$ cat config.mk
export PLATFORM = sky130hd
export DESIGN_NAME = tdpg_chain
export DESIGN_NICKNAME = d
export VERILOG_FILES = /design/src/design/tdpg_pkg.sv /design/src/design/tdpg_cell.sv /design/src/design/tdpg_chain.sv
export SDC_FILE = /design/constraint.sdc
export NUM_CORES = 1
export LEC_CHECK = 0
export BUFFER_PORTS_ARGS = -buffer_cell sky130_fd_sc_hd__buf_2
export CAP_MARGIN = 10
export CORE_UTILIZATION = 47
export DETAILED_ROUTE_END_ITERATION = 10
export GPL_TIMING_DRIVEN = 0
export PLACE_DENSITY_LB_ADDON = 0.2
export SYNTH_ARGS = -nofsm -noshare
export SYNTH_HDL_FRONTEND = slang
export SYNTH_SLANG_ARGS = --single-unit
$ cat constraint.sdc
create_clock -name clk -period 5.44 [get_ports clk]
set_input_delay 0.272 -clock clk [delete_from_list [all_inputs] [get_ports clk]]
set_output_delay 0.272 -clock clk [all_outputs]
set_load 0.01 [all_outputs]
$ cat src/design/tdpg_pkg.sv
// tdpg_pkg: shared types and constants of the trial division prime generator
// used by tdpg_cell, tdpg_chain, the top level and the bench, depends on nothing

package tdpg_pkg;

  localparam int TABLE_DEPTH_DEF = 1024;
  localparam int PRIME_WIDTH_DEF = 16;

  // fixed field widths of the ports
  localparam int VALUE_W  = 16;
  localparam int INDEX_W  = 10;
  localparam int THRESH_W = 16;

  localparam logic [THRESH_W-1:0] THRESH_RESET = 16'd7072;

  typedef enum logic {
    ST_IDLE,
    ST_TEST
  } tdpg_state_t;

  // control that travels with a divisor down the chain
  typedef struct packed {
    logic valid;
    logic big;    // p*p exceeds the candidate
  } tdpg_tag_t;

endpackage

$ cat src/design/tdpg_cell.sv
// tdpg_cell: one restoring remainder step, shifts in one candidate bit
// depends on tdpg_pkg

module tdpg_cell
  import tdpg_pkg::*;
#(
  parameter int PW = PRIME_WIDTH_DEF
) (
  input  logic          clk,
  input  logic          rst_n,
  input  logic          kill,
  input  logic          c_bit,
  input  tdpg_tag_t     tag_in,
  input  logic [PW-1:0] p_in,
  input  logic [PW-1:0] r_in,
  output tdpg_tag_t     tag_out,
  output logic [PW-1:0] p_out,
  output logic [PW-1:0] r_out
);

  logic [PW:0] shifted;
  logic [PW:0] reduced;

  always_comb begin
    shifted = {r_in, c_bit};
    if (shifted >= {1'b0, p_in}) begin
      reduced = shifted - {1'b0, p_in};
    end else begin
      reduced = shifted;
    end
  end

  always_ff @(posedge clk) begin
    if (!rst_n || kill) begin
      tag_out.valid <= 1'b0;
    end else begin
      tag_out.valid <= tag_in.valid;
    end
    tag_out.big <= tag_in.big;
    p_out       <= p_in;
    r_out       <= reduced[PW-1:0];
  end

endmodule

$ cat src/design/tdpg_chain.sv
// tdpg_chain: row of remainder cells, candidate mod divisor out of the last cell
// depends on tdpg_pkg and tdpg_cell

module tdpg_chain
  import tdpg_pkg::*;
#(
  parameter int PW = PRIME_WIDTH_DEF
) (
  input  logic          clk,
  input  logic          rst_n,
  input  logic          kill,
  input  logic [PW-1:0] cand,
  input  tdpg_tag_t     tag_in,
  input  logic [PW-1:0] p_in,
  output tdpg_tag_t     tag_out,
  output logic [PW-1:0] rem_out
);

  tdpg_tag_t     tag_w [PW+1];
  logic [PW-1:0] p_w   [PW+1];
  logic [PW-1:0] r_w   [PW+1];

  assign tag_w[0] = tag_in;
  assign p_w[0]   = p_in;
  assign r_w[0]   = '0;

  // cell k takes candidate bits msb first
  for (genvar k = 0; k < PW; k++) begin : g_cell
    tdpg_cell #(.PW(PW)) u_cell (
      .clk     (clk),
      .rst_n   (rst_n),
      .kill    (kill),
      .c_bit   (cand[PW-1-k]),
      .tag_in  (tag_w[k]),
      .p_in    (p_w[k]),
      .r_in    (r_w[k]),
      .tag_out (tag_w[k+1]),
      .p_out   (p_w[k+1]),
      .r_out   (r_w[k+1])
    );
  end

  assign tag_out = tag_w[PW];
  assign rem_out = (p_w[PW] != '0) ? r_w[PW] : '0;

endmodule

* Word level (Yosys, flattened, before mapping)
Index checks and enable logic that the tools add are counted.
W data, S select, Z words.
** Cells by class
- Reductions and logical operators :: 3
- Magnitude comparators :: 16
- Add/sub/neg operators :: 16
- Multiplexer cells :: 17
** Operators with widths (number)
- $mux W16 :: 16
- $ge A17 B16 Y1 :: 15
- $sub A16 B16 Y16 :: 15
- $ge A1 B16 Y1 :: 1
- $reduce_bool A16 Y1 :: 1
- $sub A1 B16 Y16 :: 1
- $logic_not A1 Y1 :: 1
- $logic_or A1 B1 Y1 :: 1
- $mux W1 :: 1
** Word-level totals
- Register bits :: 544
- Output and inout bits :: 18
- Logic and storage cells :: 117
- Input bits :: 37

* Logic depth before layout (Yosys ltp)
Gate-level depths: netlist (run 1).
- Depth after elaboration :: 2
- Mapped depth :: 12
- Depth with buffers taken out :: 12

* By module
A second synthesis (run 1) with hierarchy kept.
** Second synthesis, totals
- Cell total of the unflattened synthesis :: 2974
- Area total of the unflattened synthesis :: 29430.7 um^2
** By module, submodules not included
- tdpg_cell (g_cell[11].u_cell ...) :: cells each 183, area each 1820.5 um^2, instances 10, sequential area each 680.7 um^2
- tdpg_cell (g_cell[0].u_cell ...) :: cells each 181, area each 1811.7 um^2, instances 4, sequential area each 680.7 um^2
- tdpg_cell (g_cell[15].u_cell) :: cells each 202, area each 1881.8 um^2, instances 1, sequential area each 680.7 um^2
- tdpg_cell (g_cell[2].u_cell) :: cells each 177, area each 1811.7 um^2, instances 1, sequential area each 680.7 um^2
- tdpg_chain :: cells each 41, area each 285.3 um^2, instances 1, sequential area each 0.0 um^2

* Worst setup path after synthesis (run 1)
Ideal clock, no wire load.
- Kind :: register to register
- From :: register g_cell[1].u_cell.p_out[1]
- To :: register g_cell[2].u_cell.r_out[10]
- Stages on the path, launching flop included :: 12
- Setup slack :: 2786 ps
- Setup time :: 121 ps
- Period minus slack after synthesis :: 2654 ps
- Data required time :: 5319 ps
- Arrival time :: 2534 ps
- Path buffers :: 1
- Cell sequence :: dfxtp_1 -> inv_1 -> ha_1 -> nor2b_1 -> o31a_1 -> o211ai_2 -> a21boi_1 -> a211oi_2 -> a21oi_1 -> o32ai_2 -> buf_6 -> mux2_2
** On the way
- Word-level cells in the longest chain between the ends :: 2
- Elaborated cells on any way between the ends :: 3
- Classes of those cells :: 1 x add/sub; 1 x order compare; 1 x mux
** Ends and longest elaborated chain
- from (decl) :: line tdpg_cell.sv:17 : output logic [PW-1:0] p_out,
- from (signal assigned) :: line tdpg_cell.sv:40 : p_out <= p_in;
- $sub A16 B16 Y16 or $ge A17 B16 Y1 (tied branches) :: line tdpg_cell.sv:27, tdpg_cell.sv:26
- $mux W16 * :: line tdpg_cell.sv:26 : if (shifted >= {1'b0, p_in}) begin
- via g_cell[2].u_cell.reduced[10] :: line tdpg_cell.sv:22 : logic [PW:0] reduced;
- to (signal assigned) :: line tdpg_cell.sv:41 : r_out <= reduced[PW-1:0];
- to (decl) :: line tdpg_cell.sv:18 : output logic [PW-1:0] r_out
Mark *: on every way through the listed nets, which the timed path passes. The rest lies on a longest branch.
A chain may end at the register's enable or synchronous reset.

* Final worst setup path (run 1)
- From :: register g_cell[8].u_cell.p_out[1]
- To :: register g_cell[9].u_cell.r_out[14]
** On the way
- Word-level cells in the longest chain between the ends :: 2
- Elaborated cells on any way between the ends :: 3
- Classes of those cells :: 1 x add/sub; 1 x order compare; 1 x mux
** Ends and longest elaborated chain (line)
- from (decl) :: tdpg_cell.sv:17
- from (signal assigned) :: tdpg_cell.sv:40
- $sub A16 B16 Y16 or $ge A17 B16 Y1 (tied branches) :: tdpg_cell.sv:27, tdpg_cell.sv:26
- $mux W16 * :: tdpg_cell.sv:26
- via g_cell[9].u_cell.reduced[14] :: tdpg_cell.sv:22
- to (signal assigned) :: tdpg_cell.sv:41
- to (decl) :: tdpg_cell.sv:18
Marks and branches as above.

==> summary.md, run 1 <==
| Metric | Value |
|---|---|
| Outcome | `finished, final reports clean` |
| Least-Margin Pin Slew | `approximately 0.91 ns` |
| Net Sw Frac | `between 20% and 30%` |
| PortBufs | `54` |
| Fin nets | `3048` |
| First-pass GRT wire length | `94600 µm` |
| Routed Antenna Nets | `0` |
| Grt met3 use | `under 10%` |
| Share of cells above drive strength 1 | `about an eighth` |
| RSZ-0062 raised after global routing | `false` |
| # diodes | `0` |
| Final hold viol count | `0` |
| Yosys warns | `0` |
| Worst vdd ir | `approximately 0.24 mV` |
| Setup TNS | `0 ns` |
| Part of the cycle the worst path needs | `between 60 and 70%` |
| Initial antenna violation count | `0` |
| Yosys top cell area share | `42.4%` |
| Yosys reg bits | `approximately 540` |
| Die ar. | `0.0556 mm²` |
| Via Count | `18300` |
| Max Fclk | `304 MHz` |
| Clk buf depth | `3` |
| Synthesized instance count | `between 2000 and 3000` |
| CP cell instances | `inv_1 -> ha_1 -> nor2b_1 -> o31a_1 -> o21ai_1 -> a21oi_1 -> o211ai_1 -> a21oi_1 -> a2111oi_4 -> buf_4 -> mux2_2` |
| Sequential cell area | `0.0109 mm²` |
| CTS tree | `yes` |
| Final worst hold slack | `around 0.14 ns` |
| Placer Congestion | `between 0.9 and 1` |
| Max Cap Violations | `0` |
| Layout area overhead | `14.1%` |
| Slew Limit Fails | `0` |
| Slowest CP cell | `a2111oi_4` |
| Die height | `236 µm` |
| GRT met2 Usage | `39.9%` |
| Footprint of the multi-input gates | `~0.013 mm²` |
| CP Class | `reg -> reg` |
| Crit-path max FO | `10` |
| Initial Util | `~48%` |
| Design Area, Final | `around 0.029 mm²` |
| Relative slew slack | `38.5%` |
| Crit path DAT | `3.79 ns` |
| Setup crit end kind | `flop` |
| Total placed cells including tap cells | `3355` |
| Yosys cell types | `83` |
| Clock root cell | `clkbuf_16` |
| Asr flop ratio synth | `0%` |
| Synth area leaders | `dfxtp_1 (42%), ha_1 (12%), mux2_2 (7.0%)` |
| Core area | `roughly 0.054 mm²` |
| Via density per instance | `around 5.2` |
| Largest net degree at the start of global routing | `15` |
| Clk network pwr share | `about a third` |
| Post-synth EDFFs | `0` |
| Io pins | `between 50 and 60` |
| Req. time, crit path | `approximately 5.9 ns` |
| Fin cells | `roughly 3500` |
| Comb pwr share | `around 28%` |
| Hpwl dp | `45400 µm` |
| Grt ovf | `0` |
| Final setup viols | `0` |
| Critical Path Source Type | `flop` |
| Layout Skew | `~0.015 ns` |
| Synth Cell Area | `around 0.026 mm²` |
| Inserted Clock Buffers | `a little under 60` |
| Syn Area/Cell | `between 9 and 10 µm²` |
| Vias in the first global route | `18800` |
| H-tree depth | `2` |
| P_sw | `3.77 mW` |
| Area of placed instances | `~0.027 mm²` |
| Worst skew pair latency | `0.61 ns` |
| Filler instances | `4828` |
| GRT Util Overall | `between 20% and 30%` |
| Drt total wl | `roughly 58000 µm` |
| Top cells by count, synth | `dfxtp_1 (544), inv_1 (305), ha_1 (242)` |
| # rows | `85` |
| Critical Path Max Stage Delay | `around 0.55 ns` |
| Drt wl/cell | `16.5 µm` |
| Busiest layer in global routing | `met2` |
| Cell taking the most area after synthesis | `dfxtp_1` |
| TritonRoute pass-1 iters | `5` |
| Top_reg_cell synth | `dfxtp_1` |
| # resized after CTS | `0` |
| R2R Setup Slk | `2.15 ns` |
| Synth Net Count | `between 2000 and 3000` |
| Die width | `approximately 240 µm` |
| Most frequent CP cell | `a21oi_1` |
| Pwr dens | `about 430 mW/mm²` |
| Worst Hold Class | `in -> reg` |
| Clock Pin Slew Worst Setup and Hold Paths | `0.06 ns` |
| Count leader, synth | `dfxtp_1` |
| Pint | `8.87 mW` |
| Leakage | `13.9 nW` |
| Period minus WS final | `3.29 ns` |
| Part of the power in registers | `a little under two fifths` |
| DRC Markers | `0` |
| DRT iter0 DRCs | `931` |
| Clk sinks | `544` |
| GR Util met1 | `a little under a quarter` |
| Post-synthesis sequential area ratio | `between 40% and 50%` |
[what timing repair did]
action                    in CTS  in global routing
hold endpoints to repair      44                  0
setup buffers                  0                  0
hold buffers                  35                  0
[worst max-delay path: cells and delay by family (launching register included)]
kind	cells	cell delay, ns
adders and majority gates	1	0.29
AOI/OAI and AO/OA	6	1.50
buffers and inverters	2	0.43
DFF	1	0.41
and+or+nand+nor	1	0.15
muxes	1	0.38
[metal layers]
metal,part of all wire [%],vias to the layer above
li1,-,9334
met1,42,8579
met2,52,259
met3,2.8,112
met4,3.0,0
met5,0,-
[metrics by stage]
| stage | util [%] | worst slack, ns | power (mW) |
|---|---|---|---|
| 5_1_grt | 54.4 | 1.93 | 13.4 |
| 4_1_cts | 54.4 | 2.14 | 12.7 |
| 3_5_place_dp | 49.8 | 2.10 | 8.38 |
| 2_1_floorplan | - | 2.79 | 7.55 |
| 6_report | 54.4 | 2.15 | 12.6 |
| 3_3_place_gp | 49.8 | 2.13 | 8.31 |
[cells in the final DEF (no fill, tap or decap), types with 60 or more instances in the layout]
| cell type | synthesis | layout |
|---|---|---|
| inv_1 | 305 | 305 |
| buf_2 | 6 | 60 |
| dfxtp_1 | 544 | 544 |
| ha_1 | 242 | 242 |
| xor2_1 | 76 | 76 |
| mux2_2 | 160 | 160 |
| a21o_1 | 77 | 77 |
| xnor2_1 | 98 | 98 |
| nor2_1 | 154 | 154 |
| nand2_1 | 110 | 110 |
| a21oi_1 | 175 | 175 |
| clkbuf_16 | 0 | 61 |
| o21ai_0 | 105 | 105 |
[final timing paths]
| kind | from | end | depth (start not counted) |
|---|---|---|---|
| min | rst_n | g_cell[15].u_cell.tag_out[1]$_SDFF_PP0_ | 3 |
| min reg2reg | g_cell[12].u_cell.tag_out[0]$_DFF_P_ | g_cell[13].u_cell.tag_out[0]$_DFF_P_ | 0 |
| max | g_cell[8].u_cell.p_out[1]$_DFF_P_ | g_cell[9].u_cell.r_out[14]$_DFF_P_ | 11 |
| max reg2reg | g_cell[8].u_cell.p_out[1]$_DFF_P_ | g_cell[9].u_cell.r_out[14]$_DFF_P_ | 11 |
[power groups by stage]
stage	clock network, mW	registers (mW)	logic, mW
floorplan	0	4.71	2.84
global placement	0	4.85	3.46
detailed placement	0	4.85	3.53
CTS	4.39	4.77	3.58
global route	4.56	4.81	4.00
finish	4.28	4.76	3.60
[flip-flops by register name (all words and copies together) (netlist names)]
signal,flops
g_cell.u_cell.p_out,256
g_cell.u_cell.tag_out,32
g_cell.u_cell.r_out,256
[layout make-up]
| type | count | share of cell area, % |
|---|---|---|
| Timing Repair Buffer | 89 | 2.12 |
| Buffer | 33 | 0.644 |
| Clock inverter | 28 | 1.51 |
| Inverter | 305 | 3.90 |
| Clock buffer | 80 | 5.72 |
| Tap cell | 696 | 2.97 |
| Multi-Input combinational cell | 1723 | 46.0 |
| Sequential cell | 544 | 37.1 |
[kinds of logic (layout without fill, tap and decap cells)]
group	Yosys count	after routing	synth area share [%]
compound gates	587	587	15.2
buf+inv	338	535	5.19
mux	196	196	8.64
xor+xnor	174	174	5.93
flops	544	544	42.4
fa+ha+maj	257	257	12.9
simple gates	509	509	9.71
No activity file was read; power rests on OpenSTA's default activity.
==> run 2, diff against run 1 <==
Clock period 5.44 ns to 3.4 ns, I/O delays scaled along.
==> run 2 against run 1 <==
Setup slack got worse by 2.0 ns. Worst hold slack improved by 0.065 ns. Design area increased by 0.29%. Sequential cell count unchanged. Total power increased by 60%. Die area unchanged. Via count increased by 0.35%. Global-route usage about the same. Critical path type unchanged. Core utilization increased by 0.16 points. First-iteration DRC count increased by 4.1%. Combinational power increased by 61%. Critical path depth unchanged.
==> summary.md, run 2 (synthesized netlist as in run 1, its figures left out) <==
| Metric | Value |
|---|---|
| Post-route worst setup slack | `roughly 0.14 ns` |
| Worst Hold Endpoint | `g_cell[0].u_cell.tag_out[0]$_DFF_P_` |
| DRT iter0 DRCs | `969` |
| Crit path from | `g_cell[6].u_cell.p_out[1]$_DFF_P_` |
| Hpwl dp | `between 40000 and 50000 µm` |
| Crit path DAT | `3.74 ns` |
| R2R cell count | `11` |
| Least-Margin Pin Slew | `roughly 0.9 ns` |
| Hold Path Stages | `2` |
| Commonest cells after routing, fill and taps aside | `dfxtp_1 (544), inv_1 (305), ha_1 (242), a21oi_1 (174), mux2_2 (160)` |
| Die height | `about 240 µm` |
| PortBufs | `54` |
| Most frequent CP cell | `a21oi_1` |
| Via density per instance | `around 5.2` |
| CP Class | `reg -> reg` |
| Design Area, Final | `0.0294 mm²` |
| # diodes | `0` |
| Layout Skew | `about 0.014 ns` |
| Largest net degree at the start of global routing | `15` |
| Clock Pin Slew Worst Setup and Hold Paths | `roughly 0.060 ns` |
| Worst path top cell family by delay | `compound AO/OA/AOI/OAI gates` |
| Worst vdd ir | `0.379 mV` |
| Clk sinks | `544` |
| Period minus WS final | `roughly 3.3 ns` |
| DRC Markers | `0` |
| Final hold viol count | `0` |
| Initial antenna violation count | `0` |
| CP cell instances | `inv_1 -> ha_1 -> nor2b_1 -> o31a_1 -> o21ai_1 -> a21oi_1 -> o211ai_1 -> a21oi_1 -> a2111oi_4 -> buf_4 -> mux2_2` |
| Slowest CP cell | `a2111oi_4` |
| Final Core Density | `a little over half` |
| DP Worst Slack | `between 0.1 and 0.15 ns` |
| CP Depth | `11` |
| Part of the cycle the worst path needs | `95.9%` |
| Clk buf depth | `3` |
| Placer Congestion | `between 0.9 and 1` |
| Via Count | `between 15000 and 20000` |
| Slew Limit Fails | `0` |
| GRT Util Overall | `21.0%` |
| Share of cells above drive strength 1 | `a little over an eighth` |
| Req. time, crit path | `slightly below 4 ns` |
| Drt wl/cell | `around 17 µm` |
| RR Startpoint | `g_cell[6].u_cell.p_out[1]$_DFF_P_` |
| Setup TNS | `0 ns` |
| Worst hold path startpoint | `tag_in[0]` |
| Drt total wl | `between 50000 and 60000 µm` |
| Io pins | `55` |
| H-tree depth | `2` |
| Vias in the first global route | `between 15000 and 20000` |
| Die width | `roughly 240 µm` |
| Layout area overhead | `14.4%` |
| Relative slew slack | `about 39%` |
| Filler instances | `~4800` |
| Initial Util | `between 40% and 50%` |
| TritonRoute pass-1 iters | `5` |
| Clock root cell | `clkbuf_16` |
| R2R Setup Slk | `0.14 ns` |
| First-pass GRT wire length | `around 95000 µm` |
| Critical Path Max Stage Delay | `approximately 0.57 ns` |
| Routed Antenna Nets | `0` |
| Outcome | `finished, final reports clean` |
| Worst Hold Class | `in -> reg` |
| Final setup viols | `0` |
| Overall Power | `between 20 and 25 mW` |
| Max Cap Violations | `0` |
| Area of placed instances | `0.0268 mm²` |
| Fin nets | `3055` |
| Critical Path Source Type | `flop` |
| Most common cell after layout, fill and taps aside | `dfxtp_1` |
| CTS tree | `yes` |
| Worst skew pair latency | `roughly 0.6 ns` |
| Leakage | `13.9 nW` |
| Reg2reg end | `g_cell[7].u_cell.r_out[14]$_DFF_P_` |
| RSZ-0062 raised after global routing | `false` |
| Inserted Clock Buffers | `58` |
| Largest registers | `g_cell.u_cell.p_out: 256 flops, g_cell.u_cell.r_out: 256 flops, g_cell.u_cell.tag_out: 32 flops` |
| Core area | `0.0539 mm²` |
| Max Fclk | `between 300 and 400 MHz` |
| Crit-path max FO | `10` |
| Crit path buf inv count | `2` |
| Die ar. | `around 0.056 mm²` |
| Grt ovf | `0` |
| # rows | `85` |
| Setup crit end kind | `flop` |
| Pwr dens | `689 mW/mm²` |
-- run 2: cell types whose count changed in the layout (fill, tap and decap cells not counted), sizes merged --
cell	before	now
dlygate4sd3	35	37
buf	68	73
-- run 2: where the power goes --
| group | internal [mW] | switching (mW) |
|---|---|---|
| logic | 2.77 | 3.02 |
| registers | 7.15 | 0.467 |
| clock network | 4.28 | 2.57 |
-- run 2: stage by stage --
step                      cells  hold WS (ns)
after floorplan            2605         0.198
after detailed placement   3355         0.275
after global routing       3505         0.197
after global placement     3355         0.274
final                      3505         0.203
after CTS                  3500         0.154
-- run 2: worst max-delay path by stage --
stage,slack [ns],to
after floorplan,0.75,g_cell[2].u_cell.r_out[10]$_DFF_P_
after global placement,0.14,g_cell[7].u_cell.r_out[14]$_DFF_P_
after detailed placement,0.11,g_cell[7].u_cell.r_out[14]$_DFF_P_
final,0.14,g_cell[7].u_cell.r_out[14]$_DFF_P_
after CTS,0.1,g_cell[7].u_cell.r_out[14]$_DFF_P_
after global routing,0.02,g_cell[7].u_cell.r_out[14]$_DFF_P_
-- run 2: layer usage --
layer / wire (µm) / GRT usage (%) / up-vias
met3: 1740 / 2.48 / 111
li1: - / - / 9356
met4: 1720 / 7.47 / 0
met1: 24400 / 24.0 / 8604
met5: 0 / 0 / -
met2: 30200 / 39.9 / 277
-- run 2: layout make-up --
| type | count | area [µm²] | area share, % |
|---|---|---|---|
| timing repair buffer | 96 | 678 | 2.31 |
| clock buffer | 80 | 1680 | 5.71 |
| inverter | 305 | 1140 | 3.89 |
| buffer | 33 | 190 | 0.647 |
| clock inverter | 28 | 443 | 1.51 |
| tap | 696 | 871 | 2.96 |
| multi-input combinational | 1723 | 13500 | 45.9 |
| sequential | 544 | 10900 | 37.0 |
-- run 2: worst register-to-register path: stages (launching register included) --
cell       delay (ns)
dfxtp_1          0.32
inv_1            0.07
ha_1             0.29
nor2b_1          0.16
o31a_1           0.26
o21ai_1          0.20
a21oi_1          0.21
o211ai_1         0.22
a21oi_1          0.12
a2111oi_4        0.57
buf_4            0.35
mux2_2           0.39
-- run 2: timing repair --
| item | in CTS | in global routing |
|---|---|---|
| hold endpoints to repair | 47 | 0 |
| hold buffers | 37 | 0 |
| setup endpoints to repair | 0 | 35 |
| setup buffers | 0 | 5 |
| resized for setup | 0 | 7 |
